[config.mk]
export PLATFORM = sky130hd
export DESIGN_NAME = bresenham_line_rasterizer
export DESIGN_NICKNAME = d
export VERILOG_FILES = /design/src/sv/blr_pkg.sv /design/src/sv/bresenham_line_rasterizer.sv
export SDC_FILE = /design/constraint.sdc
export NUM_CORES = 1
export LEC_CHECK = 0
export BUFFER_PORTS_ARGS = -buffer_cell sky130_fd_sc_hd__buf_2
export CAP_MARGIN = 20
export CORE_AREA = 5 5 251 253
export DETAILED_ROUTE_END_ITERATION = 8
export DIE_AREA = 0 0 256 258
export GPL_TIMING_DRIVEN = 0
export PLACE_DENSITY_LB_ADDON = 0.2
export SLEW_MARGIN = 30
export SYNTH_ARGS = -nofsm -noshare
export SYNTH_HDL_FRONTEND = slang
export SYNTH_SLANG_ARGS = --single-unit
[constraint.sdc]
create_clock -name clk -period 7.9 [get_ports clk]
set_input_delay 0.395 -clock clk [delete_from_list [all_inputs] [get_ports clk]]
set_output_delay 0.395 -clock clk [all_outputs]
set_load 0.03 [all_outputs]
[src/sv/blr_pkg.sv]
// Shared constants for the Bresenham line rasteriser: dimension limits,
// state widths, register indexes and request codes.
// No dependencies.
`timescale 1ns / 1ps

package blr_pkg;

    // Screen dimension limit and the widths that follow from it
    localparam int MAX_DIM     = 4096;
    localparam int DIM_W       = $clog2(MAX_DIM + 1);
    localparam int MAG_W       = $clog2(MAX_DIM);
    localparam int COLOR_BITS  = 32;

    // Field and state widths
    localparam int COORD_W     = 16;
    localparam int ADDR_W      = 24;
    localparam int CFG_W       = 13;
    localparam int ERR_W       = 15;
    localparam int LEFT_W      = 13;
    localparam int TWICE_W     = 14;
    localparam int PIX_COLOR_W = 32;
    localparam int PDATA_W     = 32;
    localparam int PADDR_W     = 3;

    // Register indexes (word address bit 2)
    localparam logic REG_WIDTH  = 1'b0;
    localparam logic REG_HEIGHT = 1'b1;

    localparam logic [CFG_W-1:0] WIDTH_RESET  = CFG_W'(640);
    localparam logic [CFG_W-1:0] HEIGHT_RESET = CFG_W'(480);

    // Request codes
    localparam logic REQ_START = 1'b0;
    localparam logic REQ_STEP  = 1'b1;

endpackage

[src/sv/bresenham_line_rasterizer.sv]
// Top level of the Bresenham line rasteriser: configuration registers,
// line set-up, per-pixel stepping and the output register.
// Depends on blr_pkg.
`timescale 1ns / 1ps

// Usage
//   Input channel (in_valid/in_ready): a start transaction (req_type = 0)
//   carries both endpoints and a colour; it is checked against the screen
//   size, latched and gives no output. A step transaction (req_type = 1)
//   gives one pixel write, flagged last_pixel on the final pixel; a step
//   while no line is active gives nothing. A start abandons any line.
//   Output channel (out_valid/out_ready): pixel_index = x + y * width,
//   pixel_color and last_pixel, held in one output register.
//   Latency: out_valid rises in the cycle after an accepted step. Throughput:
//   one transaction per cycle unless stalled, set by the single output
//   register; the set-up multiply and error-term update are combinational.
//   A step may follow a start in the very next cycle.
//   Stall: while out_valid is high and out_ready low, in_ready is low; the
//   input is taken again in the cycle the pending pixel is taken.
//   Reset: asynchronous, active low; width 640, height 480, no line active,
//   output empty. The user must configure via the APB port only while idle; unenforced.
module bresenham_line_rasterizer (
    input  logic                                 clk,
    input  logic                                 rst_n,
    // APB configuration port
    input  logic                                 psel,
    input  logic                                 penable,
    input  logic                                 pwrite,
    input  logic [blr_pkg::PADDR_W-1:0]          paddr,
    input  logic [blr_pkg::PDATA_W-1:0]          pwdata,
    output logic [blr_pkg::PDATA_W-1:0]          prdata,
    output logic                                 pready,
    // Request channel
    input  logic                                 in_valid,
    output logic                                 in_ready,
    input  logic                                 req_type,
    input  logic signed [blr_pkg::COORD_W-1:0]   start_x,
    input  logic signed [blr_pkg::COORD_W-1:0]   start_y,
    input  logic signed [blr_pkg::COORD_W-1:0]   end_x,
    input  logic signed [blr_pkg::COORD_W-1:0]   end_y,
    input  logic [blr_pkg::PIX_COLOR_W-1:0]      line_color,
    // Pixel channel
    output logic                                 out_valid,
    input  logic                                 out_ready,
    output logic [blr_pkg::ADDR_W-1:0]           pixel_index,
    output logic [blr_pkg::PIX_COLOR_W-1:0]      pixel_color,
    output logic                                 last_pixel
);

    import blr_pkg::*;

    // Configuration registers
    logic [CFG_W-1:0]       width_reg;
    logic [CFG_W-1:0]       height_reg;

    // Line state
    logic                   busy_reg;
    logic [ADDR_W-1:0]      cur_addr_reg;
    logic [ERR_W-1:0]       err_term_reg;
    logic [LEFT_W-1:0]      pixels_left_reg;
    logic [TWICE_W-1:0]     major_twice_reg;
    logic [TWICE_W-1:0]     minor_twice_reg;
    logic                   x_major_reg;
    logic                   x_negative_reg;
    logic                   y_negative_reg;
    logic [COLOR_BITS-1:0]  held_color_reg;

    // Output register
    logic                   out_valid_reg;
    logic [ADDR_W-1:0]      pixel_index_reg;
    logic [PIX_COLOR_W-1:0] pixel_color_reg;
    logic                   last_pixel_reg;

    logic                   cfg_write;
    logic                   in_take;
    logic                   start_take;
    logic                   step_take;

    logic [DIM_W-1:0]       w_clamp;
    logic [DIM_W-1:0]       h_clamp;
    logic                   start_on;
    logic                   end_on;
    logic                   line_ok;

    logic [COORD_W:0]       dx;
    logic [COORD_W:0]       dy;
    logic                   dx_neg;
    logic                   dy_neg;
    logic [COORD_W:0]       adx_full;
    logic [COORD_W:0]       ady_full;
    logic [MAG_W-1:0]       adx;
    logic [MAG_W-1:0]       ady;
    logic                   x_major_next;
    logic [MAG_W-1:0]       major;
    logic [MAG_W-1:0]       minor;
    logic [TWICE_W-1:0]     major_twice_next;
    logic [TWICE_W-1:0]     minor_twice_next;
    logic [ERR_W-1:0]       err_start;
    logic [LEFT_W-1:0]      pixels_left_start;
    logic [ADDR_W:0]        row_base;
    logic [ADDR_W-1:0]      addr_start;

    logic [ADDR_W-1:0]      x_step;
    logic [ADDR_W-1:0]      y_step;
    logic [ADDR_W-1:0]      major_step;
    logic [ADDR_W-1:0]      minor_step;
    logic                   err_ge;
    logic [ERR_W-1:0]       err_adj;
    logic [ERR_W-1:0]       err_step;
    logic [ADDR_W-1:0]      addr_step;
    logic                   step_last;

    // APB access: always ready, write in the access phase
    assign pready    = 1'b1;
    assign cfg_write = psel && penable && pwrite;

    always_comb
    begin
        if (paddr[2] == REG_HEIGHT)
            prdata = PDATA_W'(height_reg);
        else
            prdata = PDATA_W'(width_reg);
    end

    always_ff @(posedge clk or negedge rst_n)
    begin
        if (!rst_n)
        begin
            width_reg  <= WIDTH_RESET;
            height_reg <= HEIGHT_RESET;
        end
        else if (cfg_write)
        begin
            if (paddr[2] == REG_WIDTH)
                width_reg <= pwdata[CFG_W-1:0];
            else
                height_reg <= pwdata[CFG_W-1:0];
        end
    end

    // Take a transaction whenever the output register is free or draining
    assign in_ready   = !out_valid_reg || out_ready;
    assign in_take    = in_valid && in_ready;
    assign start_take = in_take && (req_type == REQ_START);
    assign step_take  = in_take && (req_type == REQ_STEP) && busy_reg;

    // Clamp the screen size to the supported maximum
    assign w_clamp = (DIM_W'(width_reg) > DIM_W'(MAX_DIM)) ? DIM_W'(MAX_DIM)
                                                           : DIM_W'(width_reg);
    assign h_clamp = (DIM_W'(height_reg) > DIM_W'(MAX_DIM)) ? DIM_W'(MAX_DIM)
                                                            : DIM_W'(height_reg);

    // Reject the line if either endpoint lies off screen
    assign start_on = !start_x[COORD_W-1] && !start_y[COORD_W-1]
                      && (start_x < COORD_W'(w_clamp))
                      && (start_y < COORD_W'(h_clamp));
    assign end_on   = !end_x[COORD_W-1] && !end_y[COORD_W-1]
                      && (end_x < COORD_W'(w_clamp))
                      && (end_y < COORD_W'(h_clamp));
    assign line_ok  = start_on && end_on;

    // Deltas, directions and major axis
    assign dx       = {end_x[COORD_W-1], end_x} - {start_x[COORD_W-1], start_x};
    assign dy       = {end_y[COORD_W-1], end_y} - {start_y[COORD_W-1], start_y};
    assign dx_neg   = dx[COORD_W];
    assign dy_neg   = dy[COORD_W];
    assign adx_full = dx_neg ? (~dx + 1'b1) : dx;
    assign ady_full = dy_neg ? (~dy + 1'b1) : dy;
    assign adx      = adx_full[MAG_W-1:0];
    assign ady      = ady_full[MAG_W-1:0];

    assign x_major_next      = adx > ady;
    assign major             = x_major_next ? adx : ady;
    assign minor             = x_major_next ? ady : adx;
    assign major_twice_next  = TWICE_W'({major, 1'b0});
    assign minor_twice_next  = TWICE_W'({minor, 1'b0});
    assign err_start         = ERR_W'(minor_twice_next) - ERR_W'(major);
    assign pixels_left_start = LEFT_W'(major) + 1'b1;

    // Start address: x0 + y0 * width, wrapped to the address width
    assign row_base   = (ADDR_W + 1)'(start_y[MAG_W-1:0]) * (ADDR_W + 1)'(w_clamp);
    assign addr_start = ADDR_W'(row_base + (ADDR_W + 1)'(start_x[MAG_W-1:0]));

    // Step directions in address space
    assign x_step     = x_negative_reg ? {ADDR_W{1'b1}} : ADDR_W'(1);
    assign y_step     = y_negative_reg ? (ADDR_W'(0) - ADDR_W'(w_clamp))
                                       : ADDR_W'(w_clamp);
    assign major_step = x_major_reg ? x_step : y_step;
    assign minor_step = x_major_reg ? y_step : x_step;

    // Advance the error term and the address by one pixel
    assign err_ge    = !err_term_reg[ERR_W-1];
    assign err_adj   = err_ge ? (err_term_reg - ERR_W'(major_twice_reg)) : err_term_reg;
    assign err_step  = err_adj + ERR_W'(minor_twice_reg);
    assign addr_step = cur_addr_reg + (err_ge ? minor_step : ADDR_W'(0)) + major_step;
    assign step_last = pixels_left_reg <= LEFT_W'(1);

    // Line state
    always_ff @(posedge clk or negedge rst_n)
    begin
        if (!rst_n)
        begin
            busy_reg        <= 1'b0;
            cur_addr_reg    <= '0;
            err_term_reg    <= '0;
            pixels_left_reg <= '0;
            major_twice_reg <= '0;
            minor_twice_reg <= '0;
            x_major_reg     <= 1'b0;
            x_negative_reg  <= 1'b0;
            y_negative_reg  <= 1'b0;
            held_color_reg  <= '0;
        end
        else if (start_take)
        begin
            busy_reg <= line_ok;
            if (line_ok)
            begin
                cur_addr_reg    <= addr_start;
                err_term_reg    <= err_start;
                pixels_left_reg <= pixels_left_start;
                major_twice_reg <= major_twice_next;
                minor_twice_reg <= minor_twice_next;
                x_major_reg     <= x_major_next;
                x_negative_reg  <= dx_neg;
                y_negative_reg  <= dy_neg;
                held_color_reg  <= COLOR_BITS'(line_color);
            end
        end
        else if (step_take)
        begin
            cur_addr_reg <= addr_step;
            err_term_reg <= err_step;
            if (step_last)
            begin
                pixels_left_reg <= '0;
                busy_reg        <= 1'b0;
            end
            else
            begin
                pixels_left_reg <= pixels_left_reg - 1'b1;
            end
        end
    end

    // Output register: load on a step, drop when the receiver takes it
    always_ff @(posedge clk or negedge rst_n)
    begin
        if (!rst_n)
            out_valid_reg <= 1'b0;
        else if (step_take)
            out_valid_reg <= 1'b1;
        else if (out_ready)
            out_valid_reg <= 1'b0;
    end

    always_ff @(posedge clk)
    begin
        if (step_take)
        begin
            pixel_index_reg <= cur_addr_reg;
            pixel_color_reg <= PIX_COLOR_W'(held_color_reg);
            last_pixel_reg  <= step_last;
        end
    end

    assign out_valid   = out_valid_reg;
    assign pixel_index = pixel_index_reg;
    assign pixel_color = pixel_color_reg;
    assign last_pixel  = last_pixel_reg;

endmodule
* After elaboration in Yosys (flattened, before gate mapping) *
Cells that the tools add are included.

word-level totals
  bits in registers = 196
  latch bits = 0
  RAM bits = 0
  memory bits (read-only) = 0
  bits of input ports = 139
  output and inout bits = 92
  logic and storage cells = 98
  memories = 0

operators by class
  $add $sub $neg = 13
  multipliers = 1
  divide/modulo/power cells = 0
  magnitude comparators = 8
  equal/unequal tests = 1
  shift-type cells = 0
  multiplexer cells = 28
  bitwise gates (word level) = 4
  reduce and logical (&&, ||, !) cells = 27

operators with widths
  operator               count
  $mux 24                8
  $mux 13                7
  $lt 16x13->1           4
  $mux 15                4
  $add 24x24->24         2
  $mux 12                4
  $sub 16x16->17         2
  $gt 13x13->1 const B   2
  $add 12x1->12 const B  2
  $add 24x12->24         1
  $mul 12x13->24         1
  $not 12->12            2
  $add 15x13->15         1
  $sub 15x13->15         1
  $sub 1x13->14 const A  1
  $sub 13x12->14         1
  $add 12x1->13 const B  1
  $le 13x1->1 const B    1
  $logic_and 1x1->1      13
  $sub 13x1->13 const B  1
  $gt 12x12->1           1
  $reduce_and 2->1       5
  $reduce_bool 2->1      3
  $logic_not 1->1        5
  4 further kinds        9

* Longest topological paths before layout *
Gate-level depths: netlist of the first run.

  depth after elaboration = 10
  depth in mapped cells = 35
  mapped depth without buffers = 33

* Worst setup path before layout of the first run *
No wires, ideal clock.

  path type = flip-flop to flip-flop
  start point = register width_reg[0]
  end point = register cur_addr_reg[23]
  setup time = 124 ps
  arrival time = 7448 ps
  required time = 7776 ps
  path slack = 328 ps
  cell stages (with the launch flop) = 35
  path buffers = 1
  clock period less this slack = 7572 ps
  cell sequence = dfrtp_1 or3_1 or4_1 o21ai_1 and2_1 clkbuf_1 clkinv_1 nor2_1 fa_1 inv_1 fa_1 inv_1 ha_1 ha_1 inv_1 fa_1 inv_1 fa_1 a21o_1 a21oi_1 o21bai_1 a21oi_1 o21bai_1 a21oi_1 o21bai_1 a21oi_1 nor2b_1 o21a_1 o311a_1 o21a_1 o21ai_0 a21oi_1 nor4_1 nor4_1 a211o_1

on the way
  word-level cells in the longest chain between the ends = 10
  elaborated cells on any way between the ends = 23
  classes of those cells = add/sub (4); mul (1); order compare (3); eq/ne (1); mux (8); reduce/logical (6)

RTL lines
  element                      line                              source
  from (decl)                  bresenham_line_rasterizer.sv:53   logic [CFG_W-1:0] width_reg;
  from (signal assigned)       bresenham_line_rasterizer.sv:135  width_reg <= pwdata[CFG_W-1:0];
  $gt 13x13->1                 bresenham_line_rasterizer.sv:148  assign w_clamp = (DIM_W'(width_reg) > DIM_W'(MAX_DIM)) ? DIM_W'(MAX_DIM)
  $mux 13 *                    bresenham_line_rasterizer.sv:148
  $sub 1x13->14                bresenham_line_rasterizer.sv:186  assign y_step = y_negative_reg ? (ADDR_W'(0) - ADDR_W'(w_clamp))
  $mux 24                      bresenham_line_rasterizer.sv:186
  $mux 24                      bresenham_line_rasterizer.sv:189  assign minor_step = x_major_reg ? y_step : x_step;
  $mux 24                      bresenham_line_rasterizer.sv:195  assign addr_step = cur_addr_reg + (err_ge ? minor_step : ADDR_W'(0)) + major_step;
  $add 24x24->24 (2 in a row)  bresenham_line_rasterizer.sv:195
  $mux 24                      bresenham_line_rasterizer.sv:230  else if (step_take)
  $mux 24                      bresenham_line_rasterizer.sv:214  else if (start_take)
  to (signal assigned)         bresenham_line_rasterizer.sv:219  cur_addr_reg <= addr_start;
  to (signal assigned)         bresenham_line_rasterizer.sv:232  cur_addr_reg <= addr_step;
  to (decl)                    bresenham_line_rasterizer.sv:58   logic [ADDR_W-1:0] cur_addr_reg;

Mark *: on every way between the ends. The rest lies on a longest branch, timed or not. The select of a mux whose other input is x is not followed.
A chain may end at the register's enable or synchronous reset.

* Worst setup path in the final report of the first run *
Same ends and word-level chain as after synthesis.

==> impl_metrics.yaml, run 1 <==
route:
  dr_total_vias: 17728
  drt-total-wl_mm: 67.8
  antenna_left: 0
  drt_iter0_markers: 1048
  wl_per_cell_um: 19.5
  drcViolationCount: 0
  firstDrtPassIters: 6
  via_per_inst: 5.10
sta:
  worst_pin_slew_ns: 1.00
  finalHoldViolations: 0
  rsz0062_at_grt: "true"
  maxSlewViolCount: 0
  layout_min_cycle_time_ns: 7.66
  clock_skew_ns: 0.0334
  slew_headroom_pct: 32.3
  fin_tns_setup_ns: 0
  fin_ws_ns: 0.244
  fmax_ghz: 0.131
  setup_viol_count_final: 0
  finalCritPeriodShare_pct: 96.9
grt:
  grtUsageMet2_pct: 33.0
  busiest_layer: "met2"
  gr-usage-all-layers_pct: 20.4
  antenna_found_initial: 2
  grtUsageMet1_pct: 29.0
  grt-ovfl-total: 0
  use_met3_pct: 3.06
  grt_pass1_vias: 18135
  grt_max_degree: 51
  grt_pass1_wl_mm: 106
setup_path:
  path_max_fanout: 8
  cp_common_cell: "a21oi_2"
  crit_slowest_cell: "fa_1"
  crit_family: "compound AO/OA/AOI/OAI gates"
  slowest_delay_ns: 0.52
  rr_worst_depth: 33
  worst-path-buf-inv: 5
  arrival_ns: 8.09
  worstSetupEndpointType: "register"
  regToRegSetupSlack_ns: 0.24
  cp.required_ns: 8.33
  critPathKind: "register to register"
  r2r_end: "cur_addr_reg[23]"
  cp-start-kind: "register"
  timing.rr.start: "width_reg[0]"
clock_tree:
  cts_made_buffers: 17
  cts-htree-levels: 4
  cts_tree: "yes"
  cts.clk_slew.worst_paths_ns: 0.08
  clk_latency_ns: 0.49
  root_buffer: "clkbuf_16"
  cts_sinks: 195
  cts_buffer_depth: 2
die:
  start_util_pct: 34.4
  ioPinCount: 231
  fp.dieH_um: 258
  design.core.area_sq_mm: 0.0608
  design.die.area_sq_mm: 0.0660
  num_rows: 91
  fp.dieW_um: 256
placement:
  portBuffers: 188
  hpwl_mm: 56.0
  dpl-instance-area_sq_mm: 0.0230
  place_congestion: 0.928
  pre_cts_ws_ns: -1.46
  dp.cells: 3438
status:
  status: "complete, no violations"
synth:
  avgSynthCellArea_sq_um: 8.58
  synth-seq-cells: 195
  syn_area_sq_mm: 0.0209
  yosys.area.top_type_share_pct: 15.8
  synthDistinctLibCells: 92
  synth.largest_area_cell: "dfrtp_1"
  synth_edf_count: 57
  synth_warnings: 0
  netlist_instances: 2436
  ys_seq_area_share_pct: 24.8
  async_flop_share_pct: 70.8
  synthFlopType: "dfrtp_1"
  synthTopCellsByArea: "dfrtp_1 16%, fa_1 14%, ha_1 13%, edfxtp_1 8.2%, inv_1 6.2%"
min_path:
  whs_path_depth: 3
  hold_start: "line_color[0]"
  hold_class: "input pin to register"
  holdPathEnd: "held_color_reg[0]"
job:
  maxCapViolations: 0
cells_and_area:
  stdcell_count: 3476
  utilization_pct: 39.3
  layout.nets: 3172
  drive_above_1_share_pct: 14.7
  antenna_cells: 0
  post-route-cell-area_sq_mm: 0.0239
  areaGrowthSynthToFinish_pct: 14.4
  fillerInstances: 6245
power:
  max-vdd-ir-drop_mv: 0.330
  cellPowerDensity_mw_per_mm2: 310
  p_leak_uw: 0.0117
-- tightest hold or removal path, delay by kind of cell --
family,cells,cell delay [ns]
AND/OR/NAND/NOR,2,0.09
buffers and inverters,1,0.07
-- where the power goes --
| group | total, uW | internal, uW | leakage (uW) | switching [uW] |
|---|---|---|---|---|
| combinational | 5390 | 2130 | 0.00912 | 3260 |
| sequential | 1120 | 1070 | 0.00228 | 50.0 |
| clock | 909 | 451 | 0.000292 | 458 |
-- cell families (layout without fill, tap and decap cells) --
group	Yosys count	after routing	synth area share [%]
AND/OR/NAND/NOR	752	752	16.1
AO/OA/AOI/OAI	477	477	14.7
buffers and inverters	458	690	8.65
adder cells (fa/ha/maj)	366	366	27.2
flip-flops	195	195	24.8
XOR/XNOR	126	126	5.35
multiplexers	60	60	3.24
other	2	20	0.0359
-- cell type report --
class	instances	area, sq um	area share, %
Buffer	101	477	1.99
Inverter	351	1340	5.59
Timing Repair Buffer	206	1140	4.75
Tap cell	790	988	4.13
Clock buffer	17	425	1.78
Multi-Input combinational cell	1801	14200	59.4
Sequential cell	195	5170	21.6
Clock inverter	15	176	0.738
-- cell usage in the layout, fill, tap and decap left out, drive strengths merged, types with 57 or more instances in the layout --
cell,n
fa,148
clkbuf,93
dfrtp,132
xnor2,74
inv,350
nand2,332
buf,230
a21oi,107
o21ai,140
nor2,203
edfxtp,57
ha,212
-- per-stage QoR --
stage	power, uW	hold WS (ns)
2_1_floorplan	4880	0.0994
3_3_place_gp	6220	0.426
3_5_place_dp	6290	0.318
4_1_cts	7350	0.0743
5_1_grt	8170	0.100
6_report	7420	0.116
-- per-layer routing --
layer | vias to the layer above | routed length, um
li1 | 8557 | -
met1 | 8570 | 32200
met2 | 527 | 30600
met3 | 72 | 3680
met4 | 2 | 1350
met5 | - | 13
-- worst max path at each step --
stage | startpoint | to | slack [ns] | cells after the start
5_1_grt | width_reg[0] | cur_addr_reg[23] | -0.06 | 32
6_report | width_reg[0] | cur_addr_reg[23] | 0.24 | 33
4_1_cts | width_reg[0] | cur_addr_reg[23] | 0.001 | 33
3_5_place_dp | width_reg[0] | cur_addr_reg[23] | -1.46 | 34
2_1_floorplan | width_reg[0] | cur_addr_reg[23] | 0.33 | 34
3_3_place_gp | width_reg[0] | cur_addr_reg[23] | -1.69 | 34
-- Yosys cell counts, drive strengths merged, types with 15 or more instances --
cell,number
inv,346
nand2,332
ha,212
nor2,203
fa,148
o21ai,140
dfrtp,132
a21oi,107
clkbuf,81
xnor2,74
edfxtp,57
xor2,52
mux2,49
nor3,47
nor2b,35
o21a,33
a211oi,29
a21o,28
buf,26
nand2b,23
o21bai,22
and2,21
a31oi,17
o31ai,15
-- what timing repair did --
action	CTS	global route
resized for setup	29	32
pin swaps	4	11
endpoints found under the hold margin	40	0
hold buffers	1	0
setup buffers	3	8
endpoints found under the setup margin	15	12
No activity file was read; power rests on OpenSTA's default activity.
==> run 2, diff against run 1 <==
- CELL_PAD_IN_SITES_DETAIL_PLACEMENT: unset -> 0
- CELL_PAD_IN_SITES_GLOBAL_PLACEMENT: unset -> 1
- REMOVE_ABC_BUFFERS: unset -> 1
==> impl_metrics.yaml, run 2 (synthesized netlist as in run 1, its figures left out) <==
status:
  status: "complete, no violations"
clock_tree:
  root_buffer: "clkbuf_16"
  cts_buffer_depth: 2
  cts.clk_slew.worst_paths_ns: 0.08
  cts-htree-levels: 4
  clk_latency_ns: 0.48
  cts_tree: "yes"
  cts_sinks: 195
  cts_made_buffers: 17
grt:
  grt-ovfl-total: 0
  grt_pass1_vias: 17961
  gr-usage-all-layers_pct: 19.7
  antenna_found_initial: 1
  grt_pass1_wl_mm: 102
  grt_max_degree: 68
sta:
  maxSlewViolCount: 0
  worst_pin_slew_ns: 0.984
  clock_skew_ns: 0.0260
  fin_ws_ns: 0.364
  finalCritPeriodShare_pct: 95.4
  fin_tns_setup_ns: 0
  setup_viol_count_final: 0
  finalHoldViolations: 0
  layout_min_cycle_time_ns: 7.54
  rsz0062_at_grt: "true"
  timing.hold.ws_ns: 0.106
  slew_headroom_pct: 33.7
  fmax_ghz: 0.133
min_path:
  hold_class: "input pin to register"
  holdPathEnd: "held_color_reg[14]"
  hold_start: "line_color[14]"
  whs_path_depth: 3
placement:
  place_congestion: 0.867
  hpwl_mm: 52.2
  pre_cts_ws_ns: -1.25
  portBuffers: 189
setup_path:
  cp-start-kind: "register"
  critPathKind: "register to register"
  arrival_ns: 7.91
  r2r_end: "cur_addr_reg[23]"
  slowest_delay_ns: 0.53
  regToRegSetupSlack_ns: 0.36
  crit_slowest_cell: "fa_1"
  cp_common_cell: "a21oi_2"
  rr_worst_depth: 33
  path_max_fanout: 8
  cp.required_ns: 8.27
  timing.rr.start: "width_reg[0]"
  worstSetupEndpointType: "register"
die:
  design.core.area_sq_mm: 0.0608
  start_util_pct: 34.4
  design.die.area_sq_mm: 0.0660
  fp.dieH_um: 258
  ioPinCount: 231
  num_rows: 91
  fp.dieW_um: 256
route:
  dr_total_vias: 17213
  drt-total-wl_mm: 64.7
  via_per_inst: 5.07
  drcViolationCount: 0
  antenna_left: 0
  drt_iter0_markers: 823
  firstDrtPassIters: 5
  wl_per_cell_um: 19.1
cells_and_area:
  antenna_cells: 0
  final_common_cell: "inv_1"
  drive_above_1_share_pct: 15.3
  fillerInstances: 6233
  layout.nets: 3092
  final_cell_mix: "342 x inv_1, 331 x nand2_1, 212 x ha_1, 200 x nor2_1, 200 x buf_2"
  areaGrowthSynthToFinish_pct: 13.5
power:
  max-vdd-ir-drop_mv: 0.249
  p_leak_uw: 0.0116
  p_total_uw: 7160
  cellPowerDensity_mw_per_mm2: 302
job:
  maxCapViolations: 0
run 2: cell types whose count changed in the layout (fill, tap and decap cells not counted), moves of 4 or more:
cell	delta
buf_2	+8
buf_16	+4
buf_4	-19
clkbuf_2	-9
buf_12	+4
nor2b_1	-9
clkinv_8	-4
clkbuf_1	-65
nor2b_2	+8
run 2: routing by layer:
| layer | track usage [%] | routed length [um] | vias to the layer above |
|---|---|---|---|
| li1 | - | - | 8382 |
| met1 | 24.4 | 27700 | 8450 |
| met2 | 35.8 | 33100 | 300 |
| met3 | 2.42 | 1780 | 81 |
| met4 | 6.43 | 2130 | 0 |
| met5 | 0 | 0 | - |
run 2: how the worst max path moves through the flow:
stage,from,end,cells past startpoint
2_1_floorplan,width_reg[0],err_term_reg[12],17
3_5_place_dp,width_reg[0],cur_addr_reg[23],33
5_1_grt,start_y[2],err_term_reg[10],29
6_report,width_reg[0],cur_addr_reg[23],33
3_3_place_gp,width_reg[0],x_negative_reg,16
4_1_cts,width_reg[0],cur_addr_reg[23],32
run 2: timing repair:
| item | CTS | global route |
|---|---|---|
| buffers inserted | 8 | 3 |
| endpoints found under the hold margin | 18 | 0 |
| hold buffers | 1 | 0 |
| endpoints found under the setup margin | 10 | 8 |
| resized for setup | 26 | 27 |
| pin swaps | 2 | 9 |
run 2: area by class of cell:
| type | count | area [sq um] | area share (%) |
|---|---|---|---|
| inverter | 351 | 1330 | 5.62 |
| sequential | 195 | 5180 | 21.8 |
| clock inverter | 12 | 108 | 0.454 |
| multi-input combinational | 1801 | 14200 | 60.1 |
| clock buffer | 20 | 458 | 1.93 |
| tap | 790 | 988 | 4.17 |
| timing repair buffer | 227 | 1400 | 5.90 |
run 2: through the flow:
stage | util [%] | cell area [sq um] | instances
5_1_grt | 39.0 | 23700 | 3396
6_report | 39.0 | 23700 | 3396
3_3_place_gp | 36.9 | 22400 | 3326
2_1_floorplan | - | 20500 | 2347
3_5_place_dp | 37.6 | 22800 | 3352
4_1_cts | 38.8 | 23600 | 3393
run 2: power breakdown:
part           switching (uW)  internal [uW]  leakage [uW]  total [uW]
Combinational            3070           2110       0.00908        5180
Sequential               47.5           1070       0.00228        1120
Clock                     436            434      0.000279         869
Total                    3560           3610        0.0116        7160
run 2: critical path: cells and delay by family (launching register included):
kind            cells  cell delay, ns
compound gates     15            2.59
buf+inv             5            0.42
flops               1            0.45
simple gates        7            1.64
fa+ha+maj           6            2.33
